[src/rtl/core/cfrm_pkg.sv]
// Shared types and constants for the charger fault remediation monitor.
// Used by every design module of the block (not by cfrm_checker); depends on nothing else.

package cfrm_pkg;

    // Configuration register indexes.
    typedef enum logic [2:0] {
        REG_COOLDOWN    = 3'd0,
        REG_STUCK_LIMIT = 3'd1,
        REG_SOC_TOL     = 3'd2,
        REG_OFF_LOW     = 3'd3,
        REG_OFF_HIGH    = 3'd4,
        REG_ON_LOW      = 3'd5,
        REG_ON_HIGH     = 3'd6
    } reg_idx_t;

    localparam int unsigned CFG_IDX_W  = 3;
    localparam int unsigned CFG_DATA_W = 32;
    localparam int unsigned IN_DATA_W  = 88;
    localparam int unsigned OUT_DATA_W = 16;

    // Reset values of the configuration registers.
    localparam logic [31:0]        COOLDOWN_RST    = 32'd3600000;
    localparam logic [31:0]        STUCK_LIMIT_RST = 32'd21600000;
    localparam logic [13:0]        SOC_TOL_RST     = 14'd100;
    localparam logic signed [11:0] OFF_LOW_RST     = 12'sd0;
    localparam logic signed [11:0] OFF_HIGH_RST    = 12'sd450;
    localparam logic signed [11:0] ON_LOW_RST      = 12'sd20;
    localparam logic signed [11:0] ON_HIGH_RST     = 12'sd430;

    // Charge fault codes (fault byte bits 5..3).
    localparam logic [2:0] FCODE_NONE    = 3'd0;
    localparam logic [2:0] FCODE_INPUT   = 3'd1;
    localparam logic [2:0] FCODE_THERMAL = 3'd2;
    localparam logic [2:0] FCODE_TIMER   = 3'd3;

    // Alert codes reported on the result word.
    localparam logic [1:0] ALERT_NONE    = 2'd0;
    localparam logic [1:0] ALERT_THERMAL = 2'd1;
    localparam logic [1:0] ALERT_TIMEOUT = 2'd2;
    localparam logic [1:0] ALERT_BATTERY = 2'd3;

    // Remediation levels and the actions they emit share one encoding.
    localparam logic [1:0] REMEDY_NONE     = 2'd0;
    localparam logic [1:0] REMEDY_CYCLE    = 2'd1;
    localparam logic [1:0] REMEDY_WATCHDOG = 2'd2;

    localparam logic [1:0] CSTAT_FAST = 2'd2;

    localparam logic [7:0] STREAK_MAX   = 8'd255;
    localparam logic [7:0] STREAK_LVL1  = 8'd2;
    localparam logic [7:0] STREAK_LVL2  = 8'd3;

    // Held PMIC alert codes that a clean poll ending a fault streak clears.
    localparam logic signed [7:0] PMIC_ALERT_LO = 8'sd20;
    localparam logic signed [7:0] PMIC_ALERT_HI = 8'sd23;

    typedef struct packed {
        logic [31:0]        cooldown_ms;
        logic [31:0]        stuck_limit_ms;
        logic [13:0]        soc_tolerance;
        logic signed [11:0] off_low_temp;
        logic signed [11:0] off_high_temp;
        logic signed [11:0] on_low_temp;
        logic signed [11:0] on_high_temp;
    } cfg_t;

    typedef struct packed {
        logic signed [7:0]  active_alert;
        logic [31:0]        now_ms;
        logic signed [11:0] temperature;
        logic [13:0]        charge_level;
        logic [7:0]         status_byte;
        logic [7:0]         fault_byte;
    } item_t;

    typedef struct packed {
        logic [7:0] fault_run;
        logic       clear_alert;
        logic       charge_allowed;
        logic [1:0] remedy_action;
        logic       stuck_alert;
        logic [1:0] fault_alert;
    } result_t;

endpackage

[src/rtl/core/cfrm_cfg_regs.sv]
// Configuration register file of the charger fault remediation monitor.
// Depends on cfrm_pkg for the register indexes, reset values and cfg_t.

module cfrm_cfg_regs (
    input  logic                            aclk,
    input  logic                            aresetn,
    input  logic                            wr_en,
    input  logic [cfrm_pkg::CFG_IDX_W-1:0]  wr_index,
    input  logic [cfrm_pkg::CFG_DATA_W-1:0] wr_data,
    output cfrm_pkg::cfg_t                  cfg
);

    cfrm_pkg::cfg_t cfg_reg;
    cfrm_pkg::cfg_t cfg_next;

    always_comb begin
        cfg_next = cfg_reg;
        if (wr_en) begin
            case (cfrm_pkg::reg_idx_t'(wr_index))
                cfrm_pkg::REG_COOLDOWN:    cfg_next.cooldown_ms    = wr_data;
                cfrm_pkg::REG_STUCK_LIMIT: cfg_next.stuck_limit_ms = wr_data;
                cfrm_pkg::REG_SOC_TOL:     cfg_next.soc_tolerance  = wr_data[13:0];
                cfrm_pkg::REG_OFF_LOW:     cfg_next.off_low_temp   = wr_data[11:0];
                cfrm_pkg::REG_OFF_HIGH:    cfg_next.off_high_temp  = wr_data[11:0];
                cfrm_pkg::REG_ON_LOW:      cfg_next.on_low_temp    = wr_data[11:0];
                cfrm_pkg::REG_ON_HIGH:     cfg_next.on_high_temp   = wr_data[11:0];
                default:                   cfg_next = cfg_reg;
            endcase
        end
    end

    always_ff @(posedge aclk) begin
        if (!aresetn) begin
            cfg_reg.cooldown_ms    <= cfrm_pkg::COOLDOWN_RST;
            cfg_reg.stuck_limit_ms <= cfrm_pkg::STUCK_LIMIT_RST;
            cfg_reg.soc_tolerance  <= cfrm_pkg::SOC_TOL_RST;
            cfg_reg.off_low_temp   <= cfrm_pkg::OFF_LOW_RST;
            cfg_reg.off_high_temp  <= cfrm_pkg::OFF_HIGH_RST;
            cfg_reg.on_low_temp    <= cfrm_pkg::ON_LOW_RST;
            cfg_reg.on_high_temp   <= cfrm_pkg::ON_HIGH_RST;
        end else begin
            cfg_reg <= cfg_next;
        end
    end

    assign cfg = cfg_reg;

endmodule

[src/rtl/core/cfrm_core.sv]
// Per-poll decision logic and the monitor state it carries between polls.
// Depends on cfrm_pkg for item_t, result_t, cfg_t and the code constants.

module cfrm_core (
    input  logic              aclk,
    input  logic              aresetn,
    input  logic              step,
    input  cfrm_pkg::item_t   item,
    input  cfrm_pkg::cfg_t    cfg,
    output cfrm_pkg::result_t result
);

    logic        safe_reg,         safe_next;
    logic [7:0]  streak_reg,       streak_next;
    logic [1:0]  level_reg,        level_next;
    logic [31:0] last_remedy_reg,  last_remedy_next;
    logic        prev_fast_reg,    prev_fast_next;
    logic [13:0] prev_level_reg,   prev_level_next;
    logic [31:0] stuck_start_reg,  stuck_start_next;

    always_comb begin
        logic        safe;
        logic [2:0]  code;
        logic [31:0] cool_elapsed;
        logic [31:0] stuck_elapsed;
        logic [1:0]  lvl;
        logic [1:0]  cstat;
        logic [13:0] diff;

        safe_next        = safe_reg;
        streak_next      = streak_reg;
        level_next       = level_reg;
        last_remedy_next = last_remedy_reg;
        stuck_start_next = stuck_start_reg;
        result           = '0;

        // Hysteresis: the wide window holds charging on, the narrow one grants it again.
        if (safe_reg) begin
            safe = !((item.temperature < cfg.off_low_temp) ||
                     (item.temperature > cfg.off_high_temp));
        end else begin
            safe = !((item.temperature < cfg.on_low_temp) ||
                     (item.temperature > cfg.on_high_temp));
        end
        safe_next             = safe;
        result.charge_allowed = safe;

        code         = item.fault_byte[5:3];
        cool_elapsed = item.now_ms - last_remedy_reg;
        lvl          = level_reg;

        if (code != cfrm_pkg::FCODE_NONE) begin
            if (streak_reg != cfrm_pkg::STREAK_MAX) begin
                streak_next = streak_reg + 8'd1;
            end
            case (code)
                cfrm_pkg::FCODE_INPUT:   result.fault_alert = cfrm_pkg::ALERT_NONE;
                cfrm_pkg::FCODE_THERMAL: result.fault_alert = cfrm_pkg::ALERT_THERMAL;
                cfrm_pkg::FCODE_TIMER:   result.fault_alert = cfrm_pkg::ALERT_TIMEOUT;
                default:                 result.fault_alert = cfrm_pkg::ALERT_BATTERY;
            endcase

            if (safe && (cool_elapsed > cfg.cooldown_ms)) begin
                if ((streak_next >= cfrm_pkg::STREAK_LVL2) &&
                    (lvl < cfrm_pkg::REMEDY_WATCHDOG)) begin
                    lvl = cfrm_pkg::REMEDY_WATCHDOG;
                end else if ((streak_next >= cfrm_pkg::STREAK_LVL1) &&
                             (lvl < cfrm_pkg::REMEDY_CYCLE)) begin
                    lvl = cfrm_pkg::REMEDY_CYCLE;
                end
                // The watchdog step is the top of the ladder and starts it over.
                if (lvl == cfrm_pkg::REMEDY_CYCLE) begin
                    result.remedy_action = cfrm_pkg::REMEDY_CYCLE;
                end else if (lvl == cfrm_pkg::REMEDY_WATCHDOG) begin
                    result.remedy_action = cfrm_pkg::REMEDY_WATCHDOG;
                    lvl                  = cfrm_pkg::REMEDY_NONE;
                end
                level_next       = lvl;
                last_remedy_next = item.now_ms;
            end
        end else if (streak_reg != 8'd0) begin
            streak_next = 8'd0;
            level_next  = cfrm_pkg::REMEDY_NONE;
            result.clear_alert = (item.active_alert >= cfrm_pkg::PMIC_ALERT_LO) &&
                                 (item.active_alert <= cfrm_pkg::PMIC_ALERT_HI);
        end
        result.fault_run = streak_next;

        // Stuck fast charge: a start stamp of zero means the timer is idle.
        cstat         = item.status_byte[5:4];
        stuck_elapsed = item.now_ms - stuck_start_reg;
        diff          = (item.charge_level > prev_level_reg) ?
                        (item.charge_level - prev_level_reg) :
                        (prev_level_reg - item.charge_level);
        if (cstat == cfrm_pkg::CSTAT_FAST) begin
            if (prev_fast_reg) begin
                if (diff < cfg.soc_tolerance) begin
                    if (stuck_start_reg == 32'd0) begin
                        stuck_start_next = item.now_ms;
                    end else if (stuck_elapsed > cfg.stuck_limit_ms) begin
                        result.stuck_alert = 1'b1;
                    end
                end else begin
                    stuck_start_next = 32'd0;
                end
            end else begin
                stuck_start_next = item.now_ms;
            end
        end else begin
            stuck_start_next = 32'd0;
        end
        prev_fast_next  = (cstat == cfrm_pkg::CSTAT_FAST);
        prev_level_next = item.charge_level;
    end

    always_ff @(posedge aclk) begin
        if (!aresetn) begin
            safe_reg        <= 1'b1;
            streak_reg      <= 8'd0;
            level_reg       <= cfrm_pkg::REMEDY_NONE;
            last_remedy_reg <= 32'd0;
            prev_fast_reg   <= 1'b0;
            prev_level_reg  <= 14'd0;
            stuck_start_reg <= 32'd0;
        end else if (step) begin
            safe_reg        <= safe_next;
            streak_reg      <= streak_next;
            level_reg       <= level_next;
            last_remedy_reg <= last_remedy_next;
            prev_fast_reg   <= prev_fast_next;
            prev_level_reg  <= prev_level_next;
            stuck_start_reg <= stuck_start_next;
        end
    end

endmodule

[src/rtl/core/charger_fault_remediation_monitor.sv]
// Top level of the charger fault remediation monitor: input word register,
// result word register and handshakes. Uses cfrm_pkg, cfrm_cfg_regs, cfrm_core.
//
//  Channel   Direction  Carries
//  s_axis    in         one poll word per handshake (tdata, 88 bits)
//  m_axis    out        one result word per poll (tdata, 16 bits)
//  cfg       in         register index and 32-bit write data
//
// Each poll waits in the input register after acceptance, then the decision logic
// writes the result register and the monitor state on the same edge. A new word is
// accepted every cycle while the result side drains. A held result stalls the input
// register; s_tready follows m_tready combinationally.
// Reset (aresetn low, synchronous) empties both registers and restores all state.

module charger_fault_remediation_monitor (
    input  logic                             aclk,
    input  logic                             aresetn,
    input  logic                             s_tvalid,
    output logic                             s_tready,
    // fault_byte[7:0], status_byte[15:8], charge_level[29:16], temperature[41:30],
    // now_ms[73:42], active_alert[81:74], zero fill[87:82]
    input  logic [cfrm_pkg::IN_DATA_W-1:0]   s_tdata,
    output logic                             m_tvalid,
    input  logic                             m_tready,
    // fault_alert[1:0], stuck_alert[2], remedy_action[4:3], charge_allowed[5],
    // clear_alert[6], fault_run[14:7], zero fill[15]
    output logic [cfrm_pkg::OUT_DATA_W-1:0]  m_tdata,
    input  logic                             cfg_valid,
    output logic                             cfg_ready,
    input  logic [cfrm_pkg::CFG_IDX_W-1:0]   cfg_index,
    input  logic [cfrm_pkg::CFG_DATA_W-1:0]  cfg_data
);

    logic              in_valid_reg;
    logic              in_valid_next;
    cfrm_pkg::item_t   item_reg;
    logic              out_valid_reg;
    logic              out_valid_next;
    cfrm_pkg::result_t result_reg;
    cfrm_pkg::result_t result;
    cfrm_pkg::cfg_t    cfg;
    logic              advance;
    logic              s_take;

    assign cfg_ready = 1'b1;

    cfrm_cfg_regs u_cfg (
        .aclk     (aclk),
        .aresetn  (aresetn),
        .wr_en    (cfg_valid),
        .wr_index (cfg_index),
        .wr_data  (cfg_data),
        .cfg      (cfg)
    );

    cfrm_core u_core (
        .aclk    (aclk),
        .aresetn (aresetn),
        .step    (advance),
        .item    (item_reg),
        .cfg     (cfg),
        .result  (result)
    );

    // The held poll moves on when the result register is empty or being emptied.
    assign advance  = in_valid_reg && (!out_valid_reg || m_tready);
    assign s_tready = !in_valid_reg || advance;
    assign s_take   = s_tvalid && s_tready;

    always_comb begin
        in_valid_next  = s_take ? 1'b1 : (in_valid_reg && !advance);
        out_valid_next = advance ? 1'b1 : (out_valid_reg && !m_tready);
    end

    always_ff @(posedge aclk) begin
        if (!aresetn) begin
            in_valid_reg  <= 1'b0;
            out_valid_reg <= 1'b0;
        end else begin
            in_valid_reg  <= in_valid_next;
            out_valid_reg <= out_valid_next;
        end
    end

    always_ff @(posedge aclk) begin
        if (s_take) begin
            item_reg <= s_tdata[$bits(cfrm_pkg::item_t)-1:0];
        end
        if (advance) begin
            result_reg <= result;
        end
    end

    assign m_tvalid = out_valid_reg;
    assign m_tdata  = {1'b0, result_reg};

endmodule

[config.mk]
export PLATFORM = sky130hd
export DESIGN_NAME = charger_fault_remediation_monitor
export DESIGN_NICKNAME = d
export VERILOG_FILES = /design/src/rtl/core/cfrm_pkg.sv /design/src/rtl/core/cfrm_cfg_regs.sv /design/src/rtl/core/cfrm_core.sv /design/src/rtl/core/charger_fault_remediation_monitor.sv
export SDC_FILE = /design/constraint.sdc
export NUM_CORES = 1
export LEC_CHECK = 0
export BUFFER_PORTS_ARGS = -buffer_cell sky130_fd_sc_hd__buf_2
export CORE_MARGIN = 4
export CORE_UTILIZATION = 45
export CTS_BUF_LIST = sky130_fd_sc_hd__clkbuf_8
export CTS_CLUSTER_SIZE = 28
export DETAILED_ROUTE_END_ITERATION = 16
export HOLD_SLACK_MARGIN = 0.06
export SETUP_SLACK_MARGIN = 0.3
export SYNTH_ARGS = -nofsm -noshare
export SYNTH_HDL_FRONTEND = slang
export SYNTH_SLANG_ARGS = --single-unit
[constraint.sdc]
create_clock -name aclk -period 5.39 [get_ports aclk]
set_input_delay 0.539 -clock aclk [delete_from_list [all_inputs] [get_ports aclk]]
set_output_delay 0.539 -clock aclk [all_outputs]
set_load 0.01 [all_outputs]
Yosys cells after proc, flatten, opt, wreduce, memory -nomap -nowiden --
Cells that the tools add are included.
Storage, ports and cells: word-level logic and storage cells 131, output and inout bits 19, bits in registers 311
Operators by class: $lt $le $gt $ge 14, eq/ne operators 15, mux-type cells 25, add/sub/neg operators 5, reductions and logical operators 37, bitwise logic cells 6
Operator list (count):
- $mux 32 | 4
- $gt 32x32->1 | 2
- $sub 32x32->32 | 2
- $logic_not 32->1 | 1
- $mux 8 | 4
- $sub 14x14->14 | 2
- $gt 12x12->1 | 2
- $lt 12x12->1 | 2
- $mux 2 | 10
- $reduce_and 2->1 | 9
- $ge 8x2->1 const B | 2
- $gt 14x14->1 | 1
- $lt 14x14->1 | 1
- $mux 14 | 1
- $eq 3x2->1 const B | 4
- $eq 3x3->1 const B | 3
- $add 8x1->8 const B | 1
- $ge 8x6->1 const B | 1
- $le 8x6->1 const B | 1
- $logic_and 1x1->1 | 8
- $ne 8x8->1 const B | 1
- $reduce_bool 8->1 | 1
- $eq 3x1->1 const B | 2
- $logic_not 1->1 | 6
- other kinds (17) | 31

Longest topological paths before layout --
Gate-level depths: netlist of the first run.
depth in word-level cells 14, gate-level depth with buffers 24

Cells and area by module --
A second synthesis of the first run with hierarchy kept.
Second synthesis, totals: cells, all modules 2036, area, all modules 19197.2 um^2
Modules (own cells, without submodules):
- cfrm_core | area an instance 11278.3 um^2, instances 1, cells an instance 1453, seq. area each 1801.7 um^2
- cfrm_cfg_regs | area an instance 4879.7 um^2, instances 1, cells an instance 473, seq. area each 2522.4 um^2
- charger_fault_remediation_monitor | area an instance 3039.2 um^2, instances 1, cells an instance 110, seq. area each 2952.8 um^2

Worst setup path after synthesis of the first run --
No wires, ideal clock.
kind register -> register, start register item_reg[16] (netlist name), end register u_core.stuck_start_reg[10], buffers on the path 4, setup slack 0.451 ns, data arrival time 4.879 ns, cell stages (with the launch flop) 24, library setup time 0.060 ns, cell sequence edfxtp_1 > inv_1 > ha_1 > inv_1 > fa_1 > nand4_1 > a32o_1 > o211ai_1 > and3_1 > clkbuf_1 > clkbuf_1 > buf_2 > mux2_2 > ha_1 > a21boi_0 > o21a_1 > o21a_1 > o21a_1 > o21a_1 > o21ai_0 > nand4b_1 > o31ai_1 > clkbuf_1 > a22o_1
On the way: longest elaborated chain between the ends 6, elaborated cells on any way between the ends 10
Ends and longest elaborated chain:
- start: declaration | line charger_fault_remediation_monitor.sv:36 | cfrm_pkg::item_t item_reg;
- start signal: assignment | line charger_fault_remediation_monitor.sv:87 | item_reg <= s_tdata[$bits(cfrm_pkg::item_t)-1:0];
- $sub 14x14->14, or another cell as far along | line cfrm_core.sv:94 | (prev_level_reg - item.charge_level);
- $mux 14 * | line cfrm_core.sv:92 | diff = (item.charge_level > prev_level_reg) ?
- $lt 14x14->1 * | line cfrm_core.sv:97 | if (diff < cfg.soc_tolerance) begin
- $mux 32 | line cfrm_core.sv:97
- $mux 32 | line cfrm_core.sv:96 | if (prev_fast_reg) begin
- $mux 32 | line cfrm_core.sv:95 | if (cstat == cfrm_pkg::CSTAT_FAST) begin
- end signal: assignment | line cfrm_core.sv:132 | stuck_start_reg <= stuck_start_next;
- end: declaration | line cfrm_core.sv:19 | logic [31:0] stuck_start_reg, stuck_start_next;
Every way passes the cells marked *; elsewhere a longest branch is shown, timed or not. A chain may end at the register's enable or synchronous reset.

Worst setup path in the final report of the first run --
start register item_reg[42] (netlist name), end register u_core.last_remedy_reg[9]
On the way: longest elaborated chain between the ends 4
Ends and longest elaborated chain:
- $sub 32x32->32 | line cfrm_core.sv:49 | cool_elapsed = item.now_ms - last_remedy_reg;
- $gt 32x32->1 | line cfrm_core.sv:63 | if (safe && (cool_elapsed > cfg.cooldown_ms)) begin
- $logic_and 1x1->1 | line cfrm_core.sv:63
- $reduce_and 3->1 (no line)
- end signal: assignment | line cfrm_core.sv:129 | last_remedy_reg <= last_remedy_next;
- end: declaration | line cfrm_core.sv:16 | logic [31:0] last_remedy_reg, last_remedy_next;
Every way passes these cells.

==> impl_summary.log, run 1 <==
[metrics] max FFs per register: 126
[metrics] Final Slew Violations: 0
[metrics] series of cell instances along the critical path: inv_2 -> ha_4 -> inv_2 -> fa_2 -> a21o_1 -> a21oi_2 -> o21ai_2 -> a311oi_2 -> buf_4 -> o21bai_1 -> a21oi_1 -> xnor2_1 -> ha_1 -> nand2_2 -> or3_4 -> or2_4 -> a21oi_2 -> nor4_2 -> o22a_2 -> or3_4 -> nor2_4 -> buf_6 -> clkbuf_16 -> mux2i_1
[metrics] setup skew after layout: 35.39 ps
[metrics] placed instance count: 2,751
[metrics] Tcrit/Tclk final: 92.94%
[metrics] Pwr per Cell Area: 277.4 nW/µm²
[metrics] die extent in x: 210.5 µm
[metrics] headroom to the max-slew limit: 21.60%
[metrics] CP peak stage delay: 420 ps
[metrics] gate count of the mapped netlist: 2,162
[metrics] number of distinct library cells after synthesis: 83
[metrics] fraction of registers with async set or reset after synthesis: 0%
[metrics] highest fanout seen on the critical path: 8
[metrics] Slew @ Worst Pin: 1172 ps
[metrics] IO buf count: 125
[metrics] number of register bits inferred by synthesis: 302
[metrics] worst path setup slack after routing: 380.4 ps
[metrics] via count of the first global-routing pass: 15,140
[metrics] startpoint kind of the worst setup timing path: flop
[metrics] Final Non-Filler Cells: 2,950
[metrics] sequential fraction of the synthesis area: 37.32%
[metrics] final setup violation count: 0
[metrics] total number of placement rows: 73
[metrics] HPWL after detailed placement: 36,030 µm
[metrics] Avg Synthesized Cell Area: 8.535 µm²
[metrics] antenna viol nets, final: 0
[metrics] VDD IR-drop max: 0.2330 mV
[metrics] cell area after synthesis: 18,450 µm²
[metrics] final hold vios: 0
[metrics] deepest clock path buffer count: 3
[metrics] final routed wirelength across all metal layers: 51,000 µm
[metrics] most used flip-flop cell after synthesis: sky130_fd_sc_hd__dfxtp_1
[metrics] layout overhead on the synthesized area: 18.95%
[metrics] clock-pin slew reported for the worst setup and hold paths after clock tree synthesis: 60 ps
[metrics] unrepaired setup endpoints after global routing: yes
[metrics] run status: finished clean
[metrics] standard cell with the maximum stage delay on the critical path: sky130_fd_sc_hd__edfxtp_1
[metrics] maximum clock frequency: 199.6 MHz
[metrics] number of synthesized flops with an enable pin: 84
[metrics] final critical-path required period: 5010 ps
[metrics] insertion delay to the later sink of the worst-skew pair: 660 ps
[metrics] library cell used as clock root buffer: sky130_fd_sc_hd__clkbuf_8
[metrics] number of DRC violations after detailed-routing iteration 0: 921
[metrics] starting density of the core: 46.02%
[metrics] CTS tree: yes
[metrics] Die Outline Area: 44,310 µm²
[metrics] data required time at the worst endpoint: 5960 ps
[metrics] Layout Nets: 2,725
[metrics] maximum number of pins on one net before global-route repair: 87
[metrics] RD Place Congestion: 0.8918
[metrics] wire length per cell: 17.29 µm
[metrics] H-tree depth: 2
[metrics] number of detailed-route iterations in the first pass: 5
[metrics] count of synthesis-stage warnings from yosys: 0
[metrics] Arr. time, crit path: 5580 ps
[metrics] CTS Buf Count: 55
[metrics] DR vias: 15,810
[metrics] floorplan core area: 40,100 µm²
[metrics] number of antenna violations at the first check in global routing: 0
[metrics] synthesized netlist net count: 2,508
[metrics] total congestion overflow: 0
[metrics] Antenna Cells: 0
[metrics] Vias per Instance: 5.358
[metrics] # clock sinks: 302
[metrics] Max-cap violations: 0
[metrics] kind of critical path: reg -> reg
[metrics] fillcell total: 3,656
[metrics] Place WS: -24.17 ps
[metrics] ports placed on the boundary: 147
[metrics] overall routing resource usage: 22.12%
[metrics] layout cell share with drive strength beyond 1: 13.20%
[metrics] number of remaining DRC errors: 0
[metrics] die span in y: 210.5 µm
[metrics] wire length of the first global-routing pass: 79,640 µm
[metrics] Static Leakage: 8.907 nW
[metrics] Setup crit end kind: flop
[metrics] path type of the worst min-delay path: in -> reg
[metrics] overall power of the completed layout: 6.088 mW
## area by class of cell
type / instances / area (µm²) / share of cell area [%]
Timing Repair Buffer: 245 / 1847 / 8.414
Multi-Input combinational cell: 1521 / 10420 / 47.45
Sequential cell: 302 / 6887 / 31.37
Clock buffer: 70 / 963.4 / 4.389
Tap cell: 525 / 656.9 / 2.993
Clock inverter: 33 / 225.2 / 1.026
Inverter: 254 / 955.9 / 4.355
## worst max-delay path: cells and delay by family (launching register included)
family / cells / cell delay [ps]
flip-flops: 1 / 420
adder cells (fa/ha/maj): 3 / 800
multiplexers: 1 / 190
XOR/XNOR: 1 / 100
AO/OA/AOI/OAI: 8 / 1460
buffers and inverters: 5 / 720
AND/OR/NAND/NOR: 6 / 1250
## where the power goes
| group | internal [mW] | switching [mW] |
|---|---|---|
| Sequential | 2.42 | 0.0678 |
| Clock | 1.31 | 1.04 |
| Combinational | 0.551 | 0.703 |
| Total | 4.28 | 1.81 |
## cell families after synthesis
| kind of cell | Yosys count | share of synthesized area, % |
|---|---|---|
| flip-flops | 302 | 37.32 |
| buffers and inverters | 339 | 7.438 |
| multiplexers | 43 | 2.346 |
| other | 2 | 0.04070 |
| adder cells (fa/ha/maj) | 218 | 14.94 |
| AND/OR/NAND/NOR | 641 | 15.61 |
| AO/OA/AOI/OAI | 546 | 18.93 |
| XOR/XNOR | 71 | 3.370 |
## cells in the mapped netlist, types with 10 or more instances
library cell | n | share of area, %
sky130_fd_sc_hd__nand2_1 | 390 | 7.9
sky130_fd_sc_hd__inv_1 | 252 | 5.1
sky130_fd_sc_hd__a21oi_1 | 226 | 6.1
sky130_fd_sc_hd__dfxtp_1 | 218 | 24
sky130_fd_sc_hd__ha_1 | 214 | 15
sky130_fd_sc_hd__edfxtp_1 | 84 | 14
sky130_fd_sc_hd__nor2_1 | 70 | 1.4
sky130_fd_sc_hd__a21o_1 | 65 | 2.6
sky130_fd_sc_hd__clkbuf_1 | 59 | 1.2
sky130_fd_sc_hd__o21ai_0 | 53 | 1.4
sky130_fd_sc_hd__xnor2_1 | 52 | 2.5
sky130_fd_sc_hd__o211ai_1 | 44 | 1.8
sky130_fd_sc_hd__mux2i_1 | 41 | 2.2
sky130_fd_sc_hd__nand4_1 | 33 | 1.1
sky130_fd_sc_hd__a22o_1 | 32 | 1.5
sky130_fd_sc_hd__o21a_1 | 29 | 1.2
sky130_fd_sc_hd__nand3_1 | 26 | 0.71
sky130_fd_sc_hd__nor3_1 | 25 | 0.68
sky130_fd_sc_hd__nor2b_1 | 23 | 0.78
sky130_fd_sc_hd__xor2_1 | 19 | 0.90
sky130_fd_sc_hd__a211oi_1 | 18 | 0.73
sky130_fd_sc_hd__nand2b_1 | 15 | 0.51
sky130_fd_sc_hd__nor4_1 | 15 | 0.51
sky130_fd_sc_hd__a31oi_1 | 11 | 0.37
sky130_fd_sc_hd__o21bai_1 | 10 | 0.41
sky130_fd_sc_hd__o31ai_1 | 10 | 0.41
## routing by layer
metal | track usage (%) | wire [µm] | share of wire (%) | vias to the layer above
li1 | - | - | - | 7938
met1 | 30.47 | 24150 | 47 | 7437
met2 | 36.11 | 22860 | 45 | 355
met3 | 4.018 | 2983 | 5.8 | 75
met4 | 5.813 | 1009 | 2.0 | 0
met5 | 0 | 0 | 0 | -
## layout by cell type, fill, tap and decap left out, types with 29 or more instances in the layout
cell                            instances
sky130_fd_sc_hd__nor2_1                66
sky130_fd_sc_hd__clkbuf_8              70
sky130_fd_sc_hd__a22o_1                32
sky130_fd_sc_hd__nand4_1               33
sky130_fd_sc_hd__o211ai_1              44
sky130_fd_sc_hd__xnor2_1               52
sky130_fd_sc_hd__ha_1                 212
sky130_fd_sc_hd__dlygate4sd3_1         69
sky130_fd_sc_hd__a21o_1                65
sky130_fd_sc_hd__a21oi_1              222
sky130_fd_sc_hd__edfxtp_1              84
sky130_fd_sc_hd__o21ai_0               51
sky130_fd_sc_hd__buf_2                124
sky130_fd_sc_hd__buf_4                 41
sky130_fd_sc_hd__mux2i_1               39
sky130_fd_sc_hd__o21a_1                29
sky130_fd_sc_hd__inv_1                266
sky130_fd_sc_hd__nand2_1              389
sky130_fd_sc_hd__dfxtp_1              218
## metrics by stage
stage               utilization [%]  instance area, µm²  hold slack (ps)  setup TNS (ps)
finish                        54.74               21950            137.6               0
global route                  54.74               21950            124.6               0
CTS                           54.00               21650            99.62               0
detailed placement            48.83               19580            446.3          -124.5
global placement              48.83               19580            442.7               0
floorplan                         -               18450            433.6               0
## worst paths after layout
kind	start	to	slack (ps)	depth (start not counted)
max reg2reg	item_reg[42]$_DFFE_PP_	u_core.last_remedy_reg[9]$_SDFFE_PN0P_	380	24
min	s_tvalid	in_valid_reg$_SDFF_PN0_	140	3
max	item_reg[42]$_DFFE_PP_	u_core.last_remedy_reg[9]$_SDFFE_PN0P_	380	24
min reg2reg	u_cfg.cfg[61]$_SDFFE_PN0P_	u_cfg.cfg[61]$_SDFFE_PN0P_	450	2
## timing repair
item,in CTS,in global routing
hold endpoints to repair,69,0
pin swaps,5,30
resized for setup,16,32
hold buffers,69,0
cloned,2,2
setup buffers,7,16
endpoints found under the setup margin,55,66
No activity file was read; power rests on OpenSTA's default activity.
==> run 2: changes to the inputs <==
--- a/config.mk
+++ b/config.mk
@@ -9,7 +9,7 @@
 export CORE_MARGIN = 4
 export CORE_UTILIZATION = 45
 export CTS_BUF_LIST = sky130_fd_sc_hd__clkbuf_8
-export CTS_CLUSTER_SIZE = 28
+export CTS_CLUSTER_SIZE = 40
 export DETAILED_ROUTE_END_ITERATION = 16
 export HOLD_SLACK_MARGIN = 0.06
 export SETUP_SLACK_MARGIN = 0.3
==> constraint.sdc (replaced) <==
create_clock -name aclk -period 5.39 [get_ports aclk]
set_input_delay 0.8085 -clock aclk [delete_from_list [all_inputs] [get_ports aclk]]
set_output_delay 0.8085 -clock aclk [all_outputs]
set_load 0.01 [all_outputs]
==> run 2 against run 1 <==
Effect of this change:
- cell area is 3.5% lower
- non-clock buffer count is 71 lower
- global-route usage is 0.21 points lower
- total power is 2.5% lower
- critical path depth stayed put
- worst hold slack better by 190 ps
- sequential power hardly changed
- combinational power is 3% lower
- fmax is 0.49% higher
- largest cell class unchanged
==> impl_summary.log, run 2 (synthesized netlist as in run 1, its figures left out) <==
[metrics] endpoint of the most critical register-to-register path: u_core.last_remedy_reg[13]$_SDFFE_PN0P_ (was u_core.last_remedy_reg[9]$_SDFFE_PN0P_)
[metrics] total number of placement rows: 73 (unchanged)
[metrics] final critical-path required period: 4985 ps (was 5010 ps)
[metrics] standard cell with the maximum stage delay on the critical path: sky130_fd_sc_hd__edfxtp_1 (unchanged)
[metrics] H-tree depth: 2 (unchanged)
[metrics] fillcell total: 3,688 (was 3,656)
[metrics] Setup crit end kind: flop (unchanged)
[metrics] most common cell after layout, fill and taps aside: sky130_fd_sc_hd__nand2_1 (unchanged)
[metrics] # clock sinks: 302 (unchanged)
[metrics] Static Leakage: 8.600 nW (was 8.907 nW)
[metrics] die span in y: 210.5 µm (unchanged)
[metrics] via count of the first global-routing pass: 14,490 (was 15,140)
[metrics] setup skew after layout: 30.45 ps (was 35.39 ps)
[metrics] HPWL after detailed placement: 36,000 µm (was 36,030 µm)
[metrics] final setup violation count: 0 (unchanged)
[metrics] Layout Nets: 2,653 (was 2,725)
[metrics] Final Non-Filler Cells: 2,877 (was 2,950)
[metrics] IO buf count: 125 (unchanged)
[metrics] CTS Buf Count: 54 (was 55)
[metrics] Register-to-Register Path Depth: 24 (unchanged)
[metrics] number of detailed-route iterations in the first pass: 5 (unchanged)
[metrics] Die Outline Area: 44,310 µm² (unchanged)
[metrics] antenna viol nets, final: 0 (unchanged)
[metrics] FF/Latch Area: 6887 µm² (unchanged)
[metrics] CTS tree: yes (unchanged)
[metrics] final worst hold slack: 326.5 ps (was 137.6 ps)
[metrics] Slew @ Worst Pin: 1169 ps (was 1172 ps)
[metrics] series of cell instances along the critical path: inv_2 -> ha_4 -> inv_2 -> fa_2 -> a21o_1 -> a21oi_2 -> o21ai_2 -> a311oi_2 -> buf_4 -> o21bai_1 -> a21oi_1 -> xnor2_1 -> ha_1 -> nand2_1 -> or3_4 -> or2_4 -> a21oi_2 -> nor4_2 -> o22a_2 -> or3_4 -> nor2_4 -> buf_6 -> buf_12 -> mux2i_2 (was inv_2 -> ha_4 -> inv_2 -> fa_2 -> a21o_1 -> a21oi_2 -> o21ai_2 -> a311oi_2 -> buf_4 -> o21bai_1 -> a21oi_1 -> xnor2_1 -> ha_1 -> nand2_2 -> or3_4 -> or2_4 -> a21oi_2 -> nor4_2 -> o22a_2 -> or3_4 -> nor2_4 -> buf_6 -> clkbuf_16 -> mux2i_1)
[metrics] Final Slew Violations: 0 (unchanged)
[metrics] launch point of the worst path: item_reg[42]$_DFFE_PP_ (unchanged)
[metrics] overall power of the completed layout: 5.939 mW (was 6.088 mW)
[metrics] DR vias: 15,540 (was 15,810)
[metrics] placed instance count: 2,751 (unchanged)
[metrics] maximum clock frequency: 200.6 MHz (was 199.6 MHz)
[metrics] number of DRC violations after detailed-routing iteration 0: 931 (was 921)
[metrics] run status: finished clean (unchanged)
[metrics] clock-pin slew reported for the worst setup and hold paths after clock tree synthesis: 60 ps (about the same)
[metrics] total congestion overflow: 0 (unchanged)
[metrics] ports placed on the boundary: 147 (unchanged)
[metrics] RD Place Congestion: 0.9014 (was 0.8918)
[metrics] reg-to-reg slack, setup: 400 ps (was 380 ps)
[metrics] startpoint kind of the worst setup timing path: flop (unchanged)
[metrics] Arr. time, crit path: 5540 ps (was 5580 ps)
[metrics] floorplan core area: 40,100 µm² (unchanged)
[metrics] Vias per Instance: 5.400 (was 5.358)
[metrics] Hold Path Sink: item_reg[13]$_DFFE_PP_ (was in_valid_reg$_SDFF_PN0_)
[metrics] startpoint of the worst-slack reg-to-reg timing path: item_reg[42]$_DFFE_PP_ (unchanged)
[metrics] insertion delay to the later sink of the worst-skew pair: 650 ps (was 660 ps)
[metrics] starting density of the core: 46.02% (unchanged)
[metrics] wire length per cell: 17.50 µm (was 17.29 µm)
[metrics] final routed wirelength across all metal layers: 50,350 µm (was 51,000 µm)
[metrics] number of antenna violations at the first check in global routing: 0 (unchanged)
[metrics] headroom to the max-slew limit: 21.86% (was 21.60%)
[metrics] number of remaining DRC errors: 0 (unchanged)
[metrics] die extent in x: 210.5 µm (unchanged)
[metrics] area of the multi-input gates: 10,390 µm² (was 10,420 µm²)
[metrics] CP peak stage delay: 420 ps (about the same)
[metrics] Worst Path Buf+Inv: 5 (unchanged)
[metrics] kind of critical path: reg -> reg (unchanged)
[metrics] deepest clock path buffer count: 3 (unchanged)
[metrics] wire length of the first global-routing pass: 78,330 µm (was 79,640 µm)
[metrics] Worst Hold Path Cells: 1 (was 3)
[metrics] final core occ: 52.81% (was 54.74%)
[metrics] Pwr per Cell Area: 280.4 nW/µm² (was 277.4 nW/µm²)
[metrics] Antenna Cells: 0 (unchanged)
[metrics] layout cell share with drive strength beyond 1: 13.39% (was 13.20%)
[metrics] hold_buf cts: 0 (was 69)
[metrics] Max-cap violations: 0 (unchanged)
[metrics] overall routing resource usage: 21.91% (was 22.12%)
[metrics] library cell used as clock root buffer: sky130_fd_sc_hd__clkbuf_8 (unchanged)
[metrics] highest fanout seen on the critical path: 5 (was 8)
[metrics] data required time at the worst endpoint: 5940 ps (was 5960 ps)
[metrics] final hold vios: 0 (unchanged)
[metrics] unrepaired setup endpoints after global routing: yes (unchanged)
[metrics] Min-Delay Startpoint: s_tdata[13] (was s_tvalid)
[metrics] cell family with the largest share of critical-path delay: compound AO/OA/AOI/OAI gates (unchanged)
[metrics] commonest non-fill, non-tap cells in the layout: 390 x sky130_fd_sc_hd__nand2_1, 271 x sky130_fd_sc_hd__inv_1, 221 x sky130_fd_sc_hd__a21oi_1, 218 x sky130_fd_sc_hd__dfxtp_1, 209 x sky130_fd_sc_hd__ha_1 (was 389 x sky130_fd_sc_hd__nand2_1, 266 x sky130_fd_sc_hd__inv_1, 222 x sky130_fd_sc_hd__a21oi_1, 218 x sky130_fd_sc_hd__dfxtp_1, 212 x sky130_fd_sc_hd__ha_1)
[metrics] path type of the worst min-delay path: in -> reg (unchanged)
[metrics] Tcrit/Tclk final: 92.49% (was 92.94%)
[metrics] maximum number of pins on one net before global-route repair: 87 (unchanged)
[metrics] layout overhead on the synthesized area: 14.76% (was 18.95%)
[metrics] VDD IR-drop max: 0.1911 mV (was 0.2330 mV)
[metrics] max FFs per register: 126 (unchanged)
## run 2: power breakdown
part           leakage (nW)  switching, mW  internal, mW  total (mW)
sequential             2.58         0.0679          2.42        2.49
combinational          5.35          0.693         0.518        1.21
clock                 0.666           1.01          1.23        2.24
total                  8.60           1.77          4.17        5.94
## run 2: area by class of cell
class / instances / share of cell area, %
tap: 525 / 3.102
inverter: 254 / 4.514
timing repair buffer: 174 / 5.436
clock inverter: 33 / 0.9394
sequential: 302 / 32.52
multi-input combinational: 1521 / 49.07
clock buffer: 68 / 4.419
## run 2: stage by stage
stage | worst slack (ps) | TNS [ps] | cell area (µm²)
after floorplan | 451.2 | 0 | 18450
after global placement | 88.15 | 0 | 19580
after detailed placement | -15.84 | -50.71 | 19580
after CTS | 306.5 | 0 | 20940
after global routing | 140.2 | 0 | 21180
final | 404.7 | 0 | 21180
## run 2: worst reg2reg max path, delay by kind of cell, from the launching register on
family	cells	cell delay, ps
buffers and inverters	5	650
adder cells (fa/ha/maj)	3	810
XOR/XNOR	1	100
flip-flops	1	420
AND/OR/NAND/NOR	6	1290
AO/OA/AOI/OAI	8	1430
multiplexers	1	230
## run 2: metal layers
layer / share of wire [%] / track usage, % / vias to the layer above
met1: 47 / 30.84 / 7311
li1: - / - / 7792
met4: 2.9 / 6.796 / 0
met2: 44 / 34.20 / 344
met5: 0 / 0 / -
met3: 5.7 / 4.316 / 88
## run 2: worst max path at each step
stage                                               to  slack [ps]  cells past startpoint
3_5_place_dp   u_core.last_remedy_reg[24]$_SDFFE_PN0P_         -20                     23
3_3_place_gp    u_core.last_remedy_reg[2]$_SDFFE_PN0P_          90                     23
6_report       u_core.last_remedy_reg[13]$_SDFFE_PN0P_         400                     24
4_1_cts        u_core.last_remedy_reg[20]$_SDFFE_PN0P_         310                     24
2_1_floorplan  u_core.stuck_start_reg[10]$_SDFFE_PN0P_         450                     23
5_1_grt        u_core.last_remedy_reg[13]$_SDFFE_PN0P_         140                     24
## run 2: repair_timing
action,4_1_cts,5_1_grt
pin swaps,5,26
endpoints found under the setup margin,54,66
gates cloned,3,2
gates resized for setup,21,29
hold endpoints to repair,0,0
buffers inserted,6,14
==> run 3: changes to the inputs <==
==> constraint.sdc (replaced) <==
create_clock -name aclk -period 4.82 [get_ports aclk]
set_input_delay 0.723 -clock aclk [delete_from_list [all_inputs] [get_ports aclk]]
set_output_delay 0.723 -clock aclk [all_outputs]
set_load 0.01 [all_outputs]
==> run 3 against run 2 <==
Effect of this change:
- the flow now finishes with violations (negative setup slack)
- count of clock-buffer cells in the layout fell by 9
- total power rose by 14%
- final cell count rose by 3.2%
- largest cell class unchanged
- highest routed layer unchanged
==> impl_summary.log, run 3 (synthesized netlist as in run 1, its figures left out) <==
[metrics] run status: finished with violations (was finished clean)
[metrics] violated checks: negative setup slack
[metrics] die span in y: 210.5 µm (unchanged)
[metrics] H-tree depth: 2 (unchanged)
[metrics] Worst Hold Path Cells: 1 (unchanged)
[metrics] fillcell total: 3,667 (was 3,688)
[metrics] Vias per Instance: 5.382 (was 5.400)
[metrics] headroom to the max-slew limit: 19.95% (was 21.86%)
[metrics] standard cell with the maximum stage delay on the critical path: sky130_fd_sc_hd__edfxtp_1 (unchanged)
[metrics] launch point of the worst path: item_reg[43]$_DFFE_PP_ (was item_reg[42]$_DFFE_PP_)
[metrics] number of remaining DRC errors: 0 (unchanged)
[metrics] cell family with the largest share of critical-path delay: compound AO/OA/AOI/OAI gates (unchanged)
[metrics] Final Non-Filler Cells: 2,970 (was 2,877)
[metrics] Pwr per Cell Area: 303.7 nW/µm² (was 280.4 nW/µm²)
[metrics] RD Place Congestion: 0.9121 (was 0.9014)
[metrics] Arr. time, crit path: 5480 ps (was 5540 ps)
[metrics] via count of the first global-routing pass: 15,390 (was 14,490)
[metrics] Min-Delay Startpoint: s_tdata[63] (was s_tdata[13])
[metrics] CP Depth: 26 (was 24)
[metrics] wire length per cell: 17.40 µm (was 17.50 µm)
[metrics] Slew @ Worst Pin: 1192 ps (was 1169 ps)
[metrics] clock share of power: 36.7% (was 37.7%)
[metrics] final critical-path required period: 4905 ps (was 4985 ps)
[metrics] deepest clock path buffer count: 3 (unchanged)
[metrics] sequential share of power: 40.9% (was 41.9%)
[metrics] CTS Buf Count: 54 (unchanged)
[metrics] data required time at the worst endpoint: 5400 ps (was 5940 ps)
[metrics] Tcrit/Tclk final: 101.8% (was 92.49%)
[metrics] unrepaired setup endpoints after global routing: yes (unchanged)
[metrics] final routed wirelength across all metal layers: 51,670 µm (was 50,350 µm)
[metrics] maximum clock frequency: 203.9 MHz (was 200.6 MHz)
[metrics] placed instance count: 2,821 (was 2,751)
[metrics] library cell used as clock root buffer: sky130_fd_sc_hd__clkbuf_8 (unchanged)
[metrics] sw power: 2.037 mW (was 1.767 mW)
[metrics] layout overhead on the synthesized area: 20.90% (was 14.76%)
[metrics] CP peak stage delay: 420 ps (about the same)
[metrics] Worst Path Buf+Inv: 6 (was 5)
[metrics] hold_buf cts: 0 (unchanged)
[metrics] final hold vios: 0 (unchanged)
[metrics] most used cell, CP: sky130_fd_sc_hd__a21o_1
[metrics] most common cell after layout, fill and taps aside: sky130_fd_sc_hd__nand2_1 (unchanged)
[metrics] max FFs per register: 126 (unchanged)
[metrics] layout cell share with drive strength beyond 1: 18.29% (was 13.39%)
[metrics] maximum number of pins on one net before global-route repair: 70 (was 87)
[metrics] overall power of the completed layout: 6.775 mW (was 5.939 mW)
[metrics] overall routing resource usage: 22.62% (was 21.91%)
[metrics] internal power contribution: 4.738 mW (was 4.172 mW)
[metrics] Setup crit end kind: flop (unchanged)
[metrics] highest fanout seen on the critical path: 4 (was 5)
[metrics] proportion of total power due to net switching: 30.06% (was 29.75%)
[metrics] startpoint of the worst-slack reg-to-reg timing path: item_reg[43]$_DFFE_PP_ (was item_reg[42]$_DFFE_PP_)
[metrics] Place WS: -134.1 ps (was -15.84 ps)
[metrics] commonest non-fill, non-tap cells in the layout: 390 x sky130_fd_sc_hd__nand2_1, 264 x sky130_fd_sc_hd__inv_1, 218 x sky130_fd_sc_hd__dfxtp_1, 210 x sky130_fd_sc_hd__a21oi_1, 200 x sky130_fd_sc_hd__ha_1 (was 390 x sky130_fd_sc_hd__nand2_1, 271 x sky130_fd_sc_hd__inv_1, 221 x sky130_fd_sc_hd__a21oi_1, 218 x sky130_fd_sc_hd__dfxtp_1, 209 x sky130_fd_sc_hd__ha_1)
[metrics] total number of placement rows: 73 (unchanged)
[metrics] # clock sinks: 302 (unchanged)
[metrics] Layout Nets: 2,744 (was 2,653)
[metrics] portion of total power attributed to combinational logic: 22.3% (was 20.4%)
[metrics] antenna viol nets, final: 0 (unchanged)
[metrics] final setup violation count: 19 (was 0)
[metrics] path type of the worst min-delay path: in -> reg (unchanged)
[metrics] Setup TNS: -520.4 ps (was 0 ps)
[metrics] DR vias: 15,990 (was 15,540)
[metrics] fin area: 22,310 µm² (was 21,180 µm²)
[metrics] worst path setup slack after routing: -84.65 ps (was 404.7 ps)
[metrics] HPWL after detailed placement: 35,640 µm (was 36,000 µm)
[metrics] placed cell areas: 20,150 µm² (was 19,580 µm²)
[metrics] floorplan core area: 40,100 µm² (unchanged)
[metrics] die extent in x: 210.5 µm (unchanged)
[metrics] Die Outline Area: 44,310 µm² (unchanged)
[metrics] Final Slew Violations: 0 (unchanged)
[metrics] VDD IR-drop max: 0.2055 mV (was 0.1911 mV)
[metrics] CTS tree: yes (unchanged)
[metrics] startpoint kind of the worst setup timing path: flop (unchanged)
[metrics] wire length of the first global-routing pass: 81,350 µm (was 78,330 µm)
[metrics] starting density of the core: 46.02% (unchanged)
[metrics] Register-to-Register Path Depth: 26 (was 24)
[metrics] number of detailed-route iterations in the first pass: 5 (unchanged)
[metrics] ports placed on the boundary: 147 (unchanged)
[metrics] number of DRC violations after detailed-routing iteration 0: 1,098 (was 931)
[metrics] total congestion overflow: 0 (unchanged)
[metrics] Max-cap violations: 0 (unchanged)
[metrics] clock-pin slew reported for the worst setup and hold paths after clock tree synthesis: 60 ps (about the same)
[metrics] insertion delay to the later sink of the worst-skew pair: 660 ps (was 650 ps)
[metrics] Static Leakage: 9.116 nW (was 8.600 nW)
[metrics] kind of critical path: reg -> reg (unchanged)
[metrics] number of antenna violations at the first check in global routing: 0 (unchanged)
[metrics] IO buf count: 125 (unchanged)
[metrics] setup skew after layout: 25.87 ps (was 30.45 ps)
run 3: cell types whose count changed in the layout (fill, tap and decap cells not counted), sizes merged, moves of 2 or more:
cell and change:
clkinv +14, inv -7, buf +92, bufinv +2
clkbuf -11
run 3: layer usage:
layer / routed length [µm] / share of wire (%) / up-vias / track usage, %
met5: 0 / 0 / - / 0
met4: 1334 / 2.6 / 0 / 6.304
met3: 2915 / 5.6 / 87 / 3.959
met2: 23570 / 46 / 381 / 37.28
met1: 23850 / 46 / 7529 / 30.78
li1: - / - / 7989 / -
run 3: per-stage QoR:
step                util (%)  hold WS [ps]
floorplan                  -         433.6
global placement       50.26         439.9
detailed placement     50.26         446.9
CTS                    55.06         184.1
global route           55.63         204.4
finish                 55.64         231.8
run 3: power by group through the flow:
stage	combinational, mW	clock (mW)	sequential, mW
after global placement	1.32	0	2.82
after floorplan	0.920	0	2.81
final	1.51	2.49	2.77
after CTS	1.47	2.56	2.77
after global routing	1.68	2.68	2.78
after detailed placement	1.35	0	2.82
run 3: worst reg2reg max path: stages, from the launching register on:
cell and delay, ps:
sky130_fd_sc_hd__edfxtp_1 420, sky130_fd_sc_hd__ha_1 320, sky130_fd_sc_hd__nor2b_4 130, sky130_fd_sc_hd__o21ai_2 160
sky130_fd_sc_hd__a21boi_2 90, sky130_fd_sc_hd__o31a_1 390, sky130_fd_sc_hd__buf_4 170, sky130_fd_sc_hd__nor3b_2 170
sky130_fd_sc_hd__o21ai_2 80, sky130_fd_sc_hd__buf_4 130, sky130_fd_sc_hd__a21o_1 180, sky130_fd_sc_hd__a21oi_2 140
sky130_fd_sc_hd__xnor2_1 140, sky130_fd_sc_hd__ha_1 270, sky130_fd_sc_hd__a21o_1 220, sky130_fd_sc_hd__a21o_1 210
sky130_fd_sc_hd__a21o_1 180, sky130_fd_sc_hd__a211o_1 290, sky130_fd_sc_hd__a211oi_2 190, sky130_fd_sc_hd__o22a_2 180
sky130_fd_sc_hd__or3_4 130, sky130_fd_sc_hd__nor2_4 50, sky130_fd_sc_hd__buf_8 170, sky130_fd_sc_hd__buf_4 130
sky130_fd_sc_hd__buf_6 100, sky130_fd_sc_hd__buf_6 100, sky130_fd_sc_hd__a21oi_2 100
run 3: final timing paths:
kind                                      endpoint  slack, ps
setup / recovery  u_core.level_reg[1]$_SDFFE_PN0P_        -80
hold / removal              item_reg[63]$_DFFE_PP_        230
setup reg to reg  u_core.level_reg[1]$_SDFFE_PN0P_        -80
hold reg to reg         u_cfg.cfg[11]$_SDFFE_PN0P_        450
run 3: cell type report:
type,instances,area (µm²),area share [%]
multi-input combinational,1521,10720,48.04
sequential,302,6887,30.87
timing repair buffer,265,1987,8.906
inverter,254,955.9,4.285
clock buffer,59,812.0,3.640
tap,525,656.9,2.944
clock inverter,43,291.5,1.307
antenna,1,2.502,0.01122
run 3: what timing repair did:
action | in CTS | in global routing
gates cloned | 8 | 0
hold endpoints to repair | 0 | 0
buffers inserted | 26 | 12
setup endpoints to repair | 69 | 69
pin swaps | 51 | 56
gates resized for setup | 90 | 32
